### src/hdl/sha_pkg.sv
// Shared types, constants and functions for the SHA-256 stream hasher.
`timescale 1ns / 1ps
`default_nettype none
package sha_pkg;

  localparam int unsigned DigestWords = 8;
  localparam int unsigned BlockBytes  = 64;
  localparam int unsigned Rounds      = 64;

  localparam logic [7:0]  PadByte   = 8'h80;
  localparam logic [63:0] BlockBits = 64'd512;
  localparam logic [5:0]  LenOffset = 6'd56;

  typedef enum logic [0:0] {
    MODE_ABSORB = 1'b0,
    MODE_FINISH = 1'b1
  } mode_t;

  // Commands from controller to datapath
  typedef struct packed {
    logic       buf_wr;      // shift a byte into the block window
    logic [5:0] buf_addr;
    logic [7:0] buf_data;
    logic       put_len;     // take the byte from the latched bit count
    logic       load_work;   // copy chain words into working registers
    logic       round_en;    // perform one round at round_idx
    logic [5:0] round_idx;
    logic       fold;        // add working registers into chain words
    logic       add_block;   // add 512 to the bit count
    logic       latch_total; // capture bit count plus fill bits
    logic       restart;     // return chain words and bit count to reset values
  } sha_cmd_t;

  typedef logic [31:0] word_t;
  typedef word_t [7:0] hash_t;

  localparam hash_t InitHash = '{
    32'h5be0cd19, 32'h1f83d9ab, 32'h9b05688c, 32'h510e527f,
    32'ha54ff53a, 32'h3c6ef372, 32'hbb67ae85, 32'h6a09e667
  };

  function automatic word_t round_k(input logic [5:0] i);
    word_t k;
    case (i)
      6'd0:  k = 32'h428a2f98; 6'd1:  k = 32'h71374491;
      6'd2:  k = 32'hb5c0fbcf; 6'd3:  k = 32'he9b5dba5;
      6'd4:  k = 32'h3956c25b; 6'd5:  k = 32'h59f111f1;
      6'd6:  k = 32'h923f82a4; 6'd7:  k = 32'hab1c5ed5;
      6'd8:  k = 32'hd807aa98; 6'd9:  k = 32'h12835b01;
      6'd10: k = 32'h243185be; 6'd11: k = 32'h550c7dc3;
      6'd12: k = 32'h72be5d74; 6'd13: k = 32'h80deb1fe;
      6'd14: k = 32'h9bdc06a7; 6'd15: k = 32'hc19bf174;
      6'd16: k = 32'he49b69c1; 6'd17: k = 32'hefbe4786;
      6'd18: k = 32'h0fc19dc6; 6'd19: k = 32'h240ca1cc;
      6'd20: k = 32'h2de92c6f; 6'd21: k = 32'h4a7484aa;
      6'd22: k = 32'h5cb0a9dc; 6'd23: k = 32'h76f988da;
      6'd24: k = 32'h983e5152; 6'd25: k = 32'ha831c66d;
      6'd26: k = 32'hb00327c8; 6'd27: k = 32'hbf597fc7;
      6'd28: k = 32'hc6e00bf3; 6'd29: k = 32'hd5a79147;
      6'd30: k = 32'h06ca6351; 6'd31: k = 32'h14292967;
      6'd32: k = 32'h27b70a85; 6'd33: k = 32'h2e1b2138;
      6'd34: k = 32'h4d2c6dfc; 6'd35: k = 32'h53380d13;
      6'd36: k = 32'h650a7354; 6'd37: k = 32'h766a0abb;
      6'd38: k = 32'h81c2c92e; 6'd39: k = 32'h92722c85;
      6'd40: k = 32'ha2bfe8a1; 6'd41: k = 32'ha81a664b;
      6'd42: k = 32'hc24b8b70; 6'd43: k = 32'hc76c51a3;
      6'd44: k = 32'hd192e819; 6'd45: k = 32'hd6990624;
      6'd46: k = 32'hf40e3585; 6'd47: k = 32'h106aa070;
      6'd48: k = 32'h19a4c116; 6'd49: k = 32'h1e376c08;
      6'd50: k = 32'h2748774c; 6'd51: k = 32'h34b0bcb5;
      6'd52: k = 32'h391c0cb3; 6'd53: k = 32'h4ed8aa4a;
      6'd54: k = 32'h5b9cca4f; 6'd55: k = 32'h682e6ff3;
      6'd56: k = 32'h748f82ee; 6'd57: k = 32'h78a5636f;
      6'd58: k = 32'h84c87814; 6'd59: k = 32'h8cc70208;
      6'd60: k = 32'h90befffa; 6'd61: k = 32'ha4506ceb;
      6'd62: k = 32'hbef9a3f7; 6'd63: k = 32'hc67178f2;
      default: k = 32'h0;
    endcase
    return k;
  endfunction

  function automatic word_t rotr(input word_t v, input int unsigned n);
    return (v >> n) | (v << (32 - n));
  endfunction

endpackage
`default_nettype wire

### src/hdl/sha_ctrl.sv
// Controller state machine: byte absorption, padding, round sequencing and digest output.
`timescale 1ns / 1ps
`default_nettype none
module sha_ctrl
  import sha_pkg::*;
(
  input  wire logic       clk,
  input  wire logic       rst_n,
  input  wire logic       in_valid,
  output logic            in_ready,
  input  wire logic       in_mode,
  input  wire logic [7:0] in_byte,
  output sha_cmd_t        cmd,
  output logic            emit,
  output logic [2:0]      emit_idx,
  input  wire logic       emit_ready
);

  typedef enum logic [5:0] {
    ST_IDLE  = 6'b000001,
    ST_PAD   = 6'b000010,
    ST_LEN   = 6'b000100,
    ST_ROUND = 6'b001000,
    ST_FOLD  = 6'b010000,
    ST_OUT   = 6'b100000
  } state_t;

  state_t     state_r, state_nxt;
  logic [5:0] fill_r, fill_nxt;
  logic [5:0] rnd_r, rnd_nxt;
  logic [2:0] oidx_r, oidx_nxt;
  logic       fin_r, fin_nxt;      // finishing message
  logic       final_r, final_nxt;  // this compression is the last one
  logic       acc;

  assign in_ready = (state_r == ST_IDLE);
  assign acc      = in_valid && in_ready;
  assign emit     = (state_r == ST_OUT);
  assign emit_idx = oidx_r;

  always_comb begin
    state_nxt = state_r;
    fill_nxt  = fill_r;
    rnd_nxt   = rnd_r;
    oidx_nxt  = oidx_r;
    fin_nxt   = fin_r;
    final_nxt = final_r;
    cmd       = '0;
    cmd.round_idx = rnd_r;
    case (state_r)
      ST_IDLE: begin
        if (acc) begin
          cmd.buf_wr   = 1'b1;
          cmd.buf_addr = fill_r;
          if (in_mode == MODE_ABSORB) begin
            cmd.buf_data = in_byte;
            fill_nxt     = fill_r + 6'd1;
            if (fill_r == 6'd63) begin
              cmd.load_work = 1'b1;
              cmd.add_block = 1'b1;
              rnd_nxt   = '0;
              final_nxt = 1'b0;
              state_nxt = ST_ROUND;
            end
          end else begin
            cmd.buf_data    = PadByte;
            cmd.latch_total = 1'b1;
            fin_nxt   = 1'b1;
            fill_nxt  = fill_r + 6'd1;
            state_nxt = ST_PAD;
            if (fill_r == 6'd63) begin
              cmd.load_work = 1'b1;
              rnd_nxt   = '0;
              final_nxt = 1'b0;
              state_nxt = ST_ROUND;
            end
          end
        end
      end
      ST_PAD: begin
        // zero-fill; if past the length field, compress an extra block first
        if (fill_r == LenOffset && fill_r != 6'd0 && !final_r) begin
          state_nxt = ST_LEN;
          rnd_nxt   = '0;
        end else begin
          cmd.buf_wr   = 1'b1;
          cmd.buf_addr = fill_r;
          fill_nxt     = fill_r + 6'd1;
          if (fill_r == 6'd63) begin
            cmd.load_work = 1'b1;
            rnd_nxt   = '0;
            final_nxt = 1'b0;
            state_nxt = ST_ROUND;
          end
        end
      end
      ST_LEN: begin
        cmd.buf_wr   = 1'b1;
        cmd.put_len  = 1'b1;
        cmd.buf_addr = LenOffset + rnd_r;
        rnd_nxt      = rnd_r + 6'd1;
        if (rnd_r == 6'd7) begin
          cmd.load_work = 1'b1;
          rnd_nxt   = '0;
          final_nxt = 1'b1;
          state_nxt = ST_ROUND;
        end
      end
      ST_ROUND: begin
        cmd.round_en = 1'b1;
        rnd_nxt      = rnd_r + 6'd1;
        if (rnd_r == 6'd63) state_nxt = ST_FOLD;
      end
      ST_FOLD: begin
        cmd.fold = 1'b1;
        fill_nxt = '0;
        if (!fin_r) begin
          state_nxt = ST_IDLE;
        end else if (final_r) begin
          oidx_nxt  = '0;
          state_nxt = ST_OUT;
        end else begin
          state_nxt = ST_PAD;
        end
      end
      ST_OUT: begin
        if (emit_ready) begin
          oidx_nxt = oidx_r + 3'd1;
          if (oidx_r == 3'd7) begin
            cmd.restart = 1'b1;
            fin_nxt   = 1'b0;
            final_nxt = 1'b0;
            state_nxt = ST_IDLE;
          end
        end
      end
      default: state_nxt = ST_IDLE;
    endcase
  end

  always_ff @(posedge clk) begin
    if (!rst_n) begin
      state_r <= ST_IDLE;
      fill_r  <= '0;
      rnd_r   <= '0;
      oidx_r  <= '0;
      fin_r   <= 1'b0;
      final_r <= 1'b0;
    end else begin
      state_r <= state_nxt;
      fill_r  <= fill_nxt;
      rnd_r   <= rnd_nxt;
      oidx_r  <= oidx_nxt;
      fin_r   <= fin_nxt;
      final_r <= final_nxt;
    end
  end

  a_onehot: assert property (@(posedge clk) disable iff (!rst_n) $onehot(state_r))
    else $error("state not one-hot");
  a_round_end: assert property (@(posedge clk) disable iff (!rst_n)
    (state_r == ST_ROUND && rnd_r == 6'd63) |=> state_r == ST_FOLD)
    else $error("round count overrun");
  a_out_done: assert property (@(posedge clk) disable iff (!rst_n)
    (state_r == ST_OUT && emit_ready && oidx_r == 3'd7) |=> (state_r == ST_IDLE && fill_r == 6'd0))
    else $error("digest end not followed by idle");
  a_fold_only_after_rounds: assert property (@(posedge clk) disable iff (!rst_n)
    state_r == ST_FOLD |-> $past(state_r) == ST_ROUND)
    else $error("fold without rounds");

endmodule
`default_nettype wire

### src/hdl/sha_dp.sv
// Datapath: byte window and message schedule, round logic, chain words and bit count.
`timescale 1ns / 1ps
`default_nettype none
module sha_dp
  import sha_pkg::*;
(
  input  wire logic       clk,
  input  wire logic       rst_n,
  input  wire sha_cmd_t   cmd,
  input  wire logic [2:0] emit_idx,
  output word_t           digest_word
);

  word_t       w_r [16];
  hash_t       chain_r;
  word_t       s_r [8];
  logic [63:0] bits_r;
  logic [63:0] total_r;
  logic [7:0]  wr_data;
  word_t       w_cur, w_new, sig0, sig1, t1, t2, ep, ch, mj;
  logic [2:0]  lsel;

  assign lsel = cmd.buf_addr[2:0];
  always_comb begin
    wr_data = cmd.buf_data;
    if (cmd.put_len)
      wr_data = total_r[8*(7 - lsel) +: 8];
  end

  // schedule: first 16 rounds read the byte-loaded window, later ones extend it
  assign sig0  = rotr(w_r[1], 7) ^ rotr(w_r[1], 18) ^ (w_r[1] >> 3);
  assign sig1  = rotr(w_r[14], 17) ^ rotr(w_r[14], 19) ^ (w_r[14] >> 10);
  assign w_new = w_r[0] + sig0 + w_r[9] + sig1;
  assign w_cur = (cmd.round_idx < 6'd16) ? w_r[0] : w_new;

  assign ep = rotr(s_r[4], 6) ^ rotr(s_r[4], 11) ^ rotr(s_r[4], 25);
  assign ch = (s_r[4] & s_r[5]) ^ (~s_r[4] & s_r[6]);
  assign t1 = s_r[7] + ep + ch + round_k(cmd.round_idx) + w_cur;
  assign mj = (s_r[0] & s_r[1]) ^ (s_r[0] & s_r[2]) ^ (s_r[1] & s_r[2]);
  assign t2 = (rotr(s_r[0], 2) ^ rotr(s_r[0], 13) ^ rotr(s_r[0], 22)) + mj;

  assign digest_word = chain_r[emit_idx];

  always_ff @(posedge clk) begin
    if (cmd.buf_wr) begin
      for (int i = 0; i < 15; i++) w_r[i] <= {w_r[i][23:0], w_r[i+1][31:24]};
      w_r[15] <= {w_r[15][23:0], wr_data};
    end else if (cmd.round_en) begin
      for (int i = 0; i < 15; i++) w_r[i] <= w_r[i+1];
      w_r[15] <= w_cur;
    end
    if (cmd.load_work) begin
      for (int i = 0; i < 8; i++) s_r[i] <= chain_r[i];
    end else if (cmd.round_en) begin
      s_r[7] <= s_r[6];
      s_r[6] <= s_r[5];
      s_r[5] <= s_r[4];
      s_r[4] <= s_r[3] + t1;
      s_r[3] <= s_r[2];
      s_r[2] <= s_r[1];
      s_r[1] <= s_r[0];
      s_r[0] <= t1 + t2;
    end
    if (cmd.latch_total) total_r <= bits_r + {55'd0, cmd.buf_addr, 3'd0};
  end

  always_ff @(posedge clk) begin
    if (!rst_n) begin
      chain_r <= InitHash;
      bits_r  <= '0;
    end else begin
      if (cmd.restart) begin
        chain_r <= InitHash;
        bits_r  <= '0;
      end else begin
        if (cmd.fold)
          for (int i = 0; i < 8; i++) chain_r[i] <= chain_r[i] + s_r[i];
        if (cmd.add_block) bits_r <= bits_r + BlockBits;
      end
    end
  end

  a_excl: assert property (@(posedge clk) disable iff (!rst_n)
    !(cmd.load_work && cmd.round_en) && !(cmd.fold && cmd.round_en))
    else $error("conflicting datapath commands");
  a_restart_clears: assert property (@(posedge clk) disable iff (!rst_n)
    cmd.restart |=> (bits_r == 64'd0 && chain_r == InitHash))
    else $error("restart did not clear state");
  a_bits_step: assert property (@(posedge clk) disable iff (!rst_n)
    (cmd.add_block && !cmd.restart) |=> bits_r == $past(bits_r) + BlockBits)
    else $error("bit count step wrong");

endmodule
`default_nettype wire

### src/hdl/sha256_stream_hasher_core.sv
// Top level of the SHA-256 stream hasher.
// Takes one byte per cycle while absorbing; the 64th byte of a block starts a
// compression that runs 64 rounds, one round per cycle, on a single round unit,
// then a fold, and no byte is taken until it is done; the working registers
// load on the cycle that takes the 64th byte.
// A finish byte (mode 1) writes the pad byte 0x80, then zero bytes and, on
// reaching the length field, the eight length bytes; it compresses once or twice,
// then presents eight digest words, word 0 first, and returns to the initial hash state.
// in_tdata: [7:0] data_byte. in_tuser: mode.
// out_tdata: [31:0] digest_word, [34:32] word_index.
`timescale 1ns / 1ps
`default_nettype none
module sha256_stream_hasher_core
  import sha_pkg::*;
(
  input  wire logic        clk,
  input  wire logic        rst_n,
  input  wire logic        in_tvalid,
  output logic             in_tready,
  input  wire logic [7:0]  in_tdata,   // [7:0] data_byte
  input  wire logic        in_tuser,   // [0] mode
  output logic             out_tvalid,
  input  wire logic        out_tready,
  output logic [39:0]      out_tdata,  // [31:0] digest_word, [34:32] word_index
  output logic             out_tlast   // last_word
);

  sha_cmd_t   cmd;
  logic       emit;
  logic [2:0] emit_idx;
  word_t      dword;

  sha_ctrl u_ctrl (
    .clk, .rst_n,
    .in_valid(in_tvalid), .in_ready(in_tready),
    .in_mode(in_tuser), .in_byte(in_tdata),
    .cmd, .emit, .emit_idx, .emit_ready(out_tready)
  );

  sha_dp u_dp (
    .clk, .rst_n, .cmd, .emit_idx, .digest_word(dword)
  );

  assign out_tvalid = emit;
  assign out_tdata  = {5'd0, emit_idx, dword};
  assign out_tlast  = (emit_idx == 3'd7);

endmodule
`default_nettype wire
### config.mk
export PLATFORM = sky130hd
export DESIGN_NAME = sha256_stream_hasher_core
export DESIGN_NICKNAME = d
export VERILOG_FILES = /design/src/hdl/sha_pkg.sv /design/src/hdl/sha_ctrl.sv /design/src/hdl/sha_dp.sv /design/src/hdl/sha256_stream_hasher_core.sv
export SDC_FILE = /design/constraint.sdc
export NUM_CORES = 2
export LEC_CHECK = 0
export ABC_AREA = 0
export BUFFER_PORTS_ARGS = -buffer_cell sky130_fd_sc_hd__buf_2
export CAP_MARGIN = 30
export CORE_MARGIN = 5
export CORE_UTILIZATION = 38
export CTS_BUF_LIST = sky130_fd_sc_hd__clkbuf_4 sky130_fd_sc_hd__clkbuf_8
export CTS_CLUSTER_SIZE = 10
export DETAILED_ROUTE_END_ITERATION = 12
export PLACE_DENSITY = 0.57
export SLEW_MARGIN = 10
export SYNTH_ARGS = -nofsm -noshare
export SYNTH_HDL_FRONTEND = slang
export SYNTH_SLANG_ARGS = --single-unit
### constraint.sdc
create_clock -name clk -period 29.3 [get_ports clk]
set_clock_uncertainty 0.05 [all_clocks]
set_input_delay 1.465 -clock clk [delete_from_list [all_inputs] [get_ports clk]]
set_output_delay 1.465 -clock clk [all_outputs]
set_load 0.1 [all_outputs]
==> run metrics <==
status=finished clean; most frequent standard cell in the layout excluding fill and tap cells=nand2_1; Pint=around 3800 uW; Leakage=between 0.03 and 0.04 uW; global route overflow=0; count of unique library cells instantiated by Yosys=102; MaxCap Viol Count=0; initial antenna violation count=10; Slew Viols, Final=0; Logic pwr share=0.371; ranking of synthesized cells by area=edfxtp_1 32%, nand2_1 13%, dfxtp_1 9.4%, ha_1 6.4%, fa_1 5.0%; reported net switching power=2250 uW; Routed wire per std cell=22.7 um; TNS Setup=0 ns; worst slew pin tran=1.44 ns; Area Overhead vs Synth=9.43%; Max-slew headroom=0.0403; CP arrival=11.45 ns; flops & latches, synth=1195; vias in the first global route=60900; Achievable Freq=92.6 MHz; Starting Density=0.381; Root Buffer=clkbuf_8; IO Pins=56; clk sink count=1195; dpl ws=around 18 ns; CTS tree=built; Max FO, Critical Path=6; Core ar.=204000 um^2; clk_lat worst skew=about 0.98 ns; DR vias=between 60000 and 70000; cell mode on critical path=a21o_1; critical path required time=29.95 ns; Die Area=214000 um^2; final hold viol count=0; layout cells sized above 1=0.0828; final wirelength=between 200000 and 300000 um; GPL Wtd Cong=0.935; H-tree Lvls=4; CP Capture Type=flip-flop; Async SR Flop Fraction=0; Final ANT Viol Nets=0; EDFF count, synth=a little over 800; clock share of power=0.274; Die W=463 um; Sequential Power Share=0.355; Rows=166; pin count of the biggest net entering global routing=roughly 190; CTS Buf Count=214; Hold Path Class=flip-flop to flip-flop; cts repair resizes=0; commonest cells after routing, fill and taps aside=2640 x nand2_1, 829 x edfxtp_1, 517 x a21oi_1; global-route wire length before repair=391000 um; Tcrit/Tclk final=0.369; Max Root-Sink Buffers=3; Setup violations, final=0; worst IR drop on VDD=80.1 uV; clk slew on worst S/H paths=0.06 ns; RSZ-0062 raised after global routing=no; drt drc=0; Syn. warnings=0; pwr dens=71.2 nW/um^2; Die Y=463 um; via/cell ratio=5.50; non-filler instance count after layout=11500; Post-Syn Area=77900 um^2; post-DP HPWL=190000 um; CP startpoint kind=flip-flop; Pwr Total=6070 uW; Setup WS post-layout=18.50 ns; Synth top area share=0.320; min cycle time layout=10.80 ns; Pre-antenna DRT Iters=9; Yosys top cell by area=edfxtp_1; sequential cell area fraction in the yosys report=0.414; top_reg_cell synth=edfxtp_1; Final nets=9192; cell count after placement=11100; hold_buf cts=0; Filler cells=20300; slowest stage cell, crit path=edfxtp_1; CP Class=flip-flop to flip-flop; Global Route Usage Sum=0.236; First DRT Iteration DRCs=about 5900; PortBufs=50; Post-CTS Repair Setup Buffers=0; mean post-synth cell area=8.95 um^2; Sw Share=0.370; Synth Instances=8708; Largest stage delay, worst path=approximately 0.52 ns
## final cells by class
class,count,area (um^2),area share
antenna,7,17.5,0.000205
clock buffer,325,3920,0.0460
clock inverter,75,536,0.00628
inverter,389,1460,0.0171
multi-input combinational,6633,42400,0.497
sequential,1195,32200,0.378
tap,2688,3360,0.0395
timing repair buffer,154,1330,0.0156
## synth_stat cells, types with 14 or more instances
cell type	instances
nand2_1	2642
edfxtp_1	829
a21oi_1	517
clkbuf_1	423
o21ai_0	410
ha_1	397
xnor2_1	392
inv_1	386
dfxtp_1	366
nor2_1	353
xor2_1	200
fa_1	195
a21o_1	162
nand3_1	114
o211ai_1	106
nor3_1	94
a211oi_1	78
mux2_2	71
mux4_2	67
nand2b_1	67
o21a_1	62
a31oi_1	61
o21bai_1	48
and3_1	46
or3_1	46
buf_1	40
nor2b_1	33
and2_1	32
o31ai_1	32
nand4_1	31
mux2i_1	28
a311oi_1	24
buf_2	24
o311ai_0	21
maj3_1	19
o22ai_1	16
a211o_1	15
a221oi_1	14
o221ai_1	14
## flip-flops by register name (all words and copies together), names as in the netlist, 3 cells and up, named ones only
name / flops
u_ctrl.rnd_r: 6
u_ctrl.state_r: 6
u_dp.total_r: 61
u_dp.w_r: 512
u_ctrl.fill_r: 6
u_dp.chain_r: 256
u_dp.bits_r: 55
u_ctrl.emit_idx: 3
u_dp.s_r: 256
## path summary, 6_finish.rpt
path                   start                to  slack, ns  cells past startpoint
min reg2reg  u_dp.bits_r[60]  u_dp.total_r[60]       0.42                      0
min          u_dp.bits_r[60]  u_dp.total_r[60]       0.42                      0
max reg2reg  u_dp.w_r[0][50]   u_dp.s_r[0][31]      18.50                     40
max          u_dp.w_r[0][50]   u_dp.s_r[0][31]      18.50                     40
## layer usage
layer  vias to the layer above  wire length [um]  global-route usage
li1                      29800                 -                   -
met3                       449             15200              0.0361
met1                     30700            114000               0.321
met2                      2084            119000               0.375
met5                         -                34                   0
met4                         6             11800              0.0993
## through the flow
stage / cell area [um^2] / hold WS [ns] / util
3_3_place_gp: 80400 / 0.400 / 0.393
5_1_grt: 85200 / 0.412 / 0.417
3_5_place_dp: 80600 / 0.413 / 0.394
4_1_cts: 85000 / 0.420 / 0.416
2_1_floorplan: 77900 / 0.378 / -
6_report: 85300 / 0.418 / 0.417
## critical path: cells and delay by family (launching register included)
kind,cells,cell delay [ns]
simple gates,1,0.28
fa+ha+maj,8,3.42
compound gates,23,4.73
buf+inv,2,0.30
xor+xnor,6,1.21
flops,1,0.52
## power groups by stage
stage | Combinational (uW) | Sequential, uW | Clock (uW)
detailed placement | 2200 | 2190 | 0
floorplan | 1660 | 2190 | 0
CTS | 2220 | 2150 | 1710
finish | 2250 | 2160 | 1660
global placement | 2200 | 2190 | 0
global route | 2480 | 2170 | 1790
## cells by family after synthesis
logic type               count (synthesis)  synth area share
other                                    1         0.0000481
adder cells (fa/ha/maj)                611             0.116
buffers and inverters                  884            0.0434
XOR/XNOR                               593            0.0668
AND/OR/NAND/NOR                       3535             0.187
flip-flops                            1195             0.414
AO/OA/AOI/OAI                         1723             0.140
multiplexers                           166            0.0332
Power figures use the tool's default switching activity.
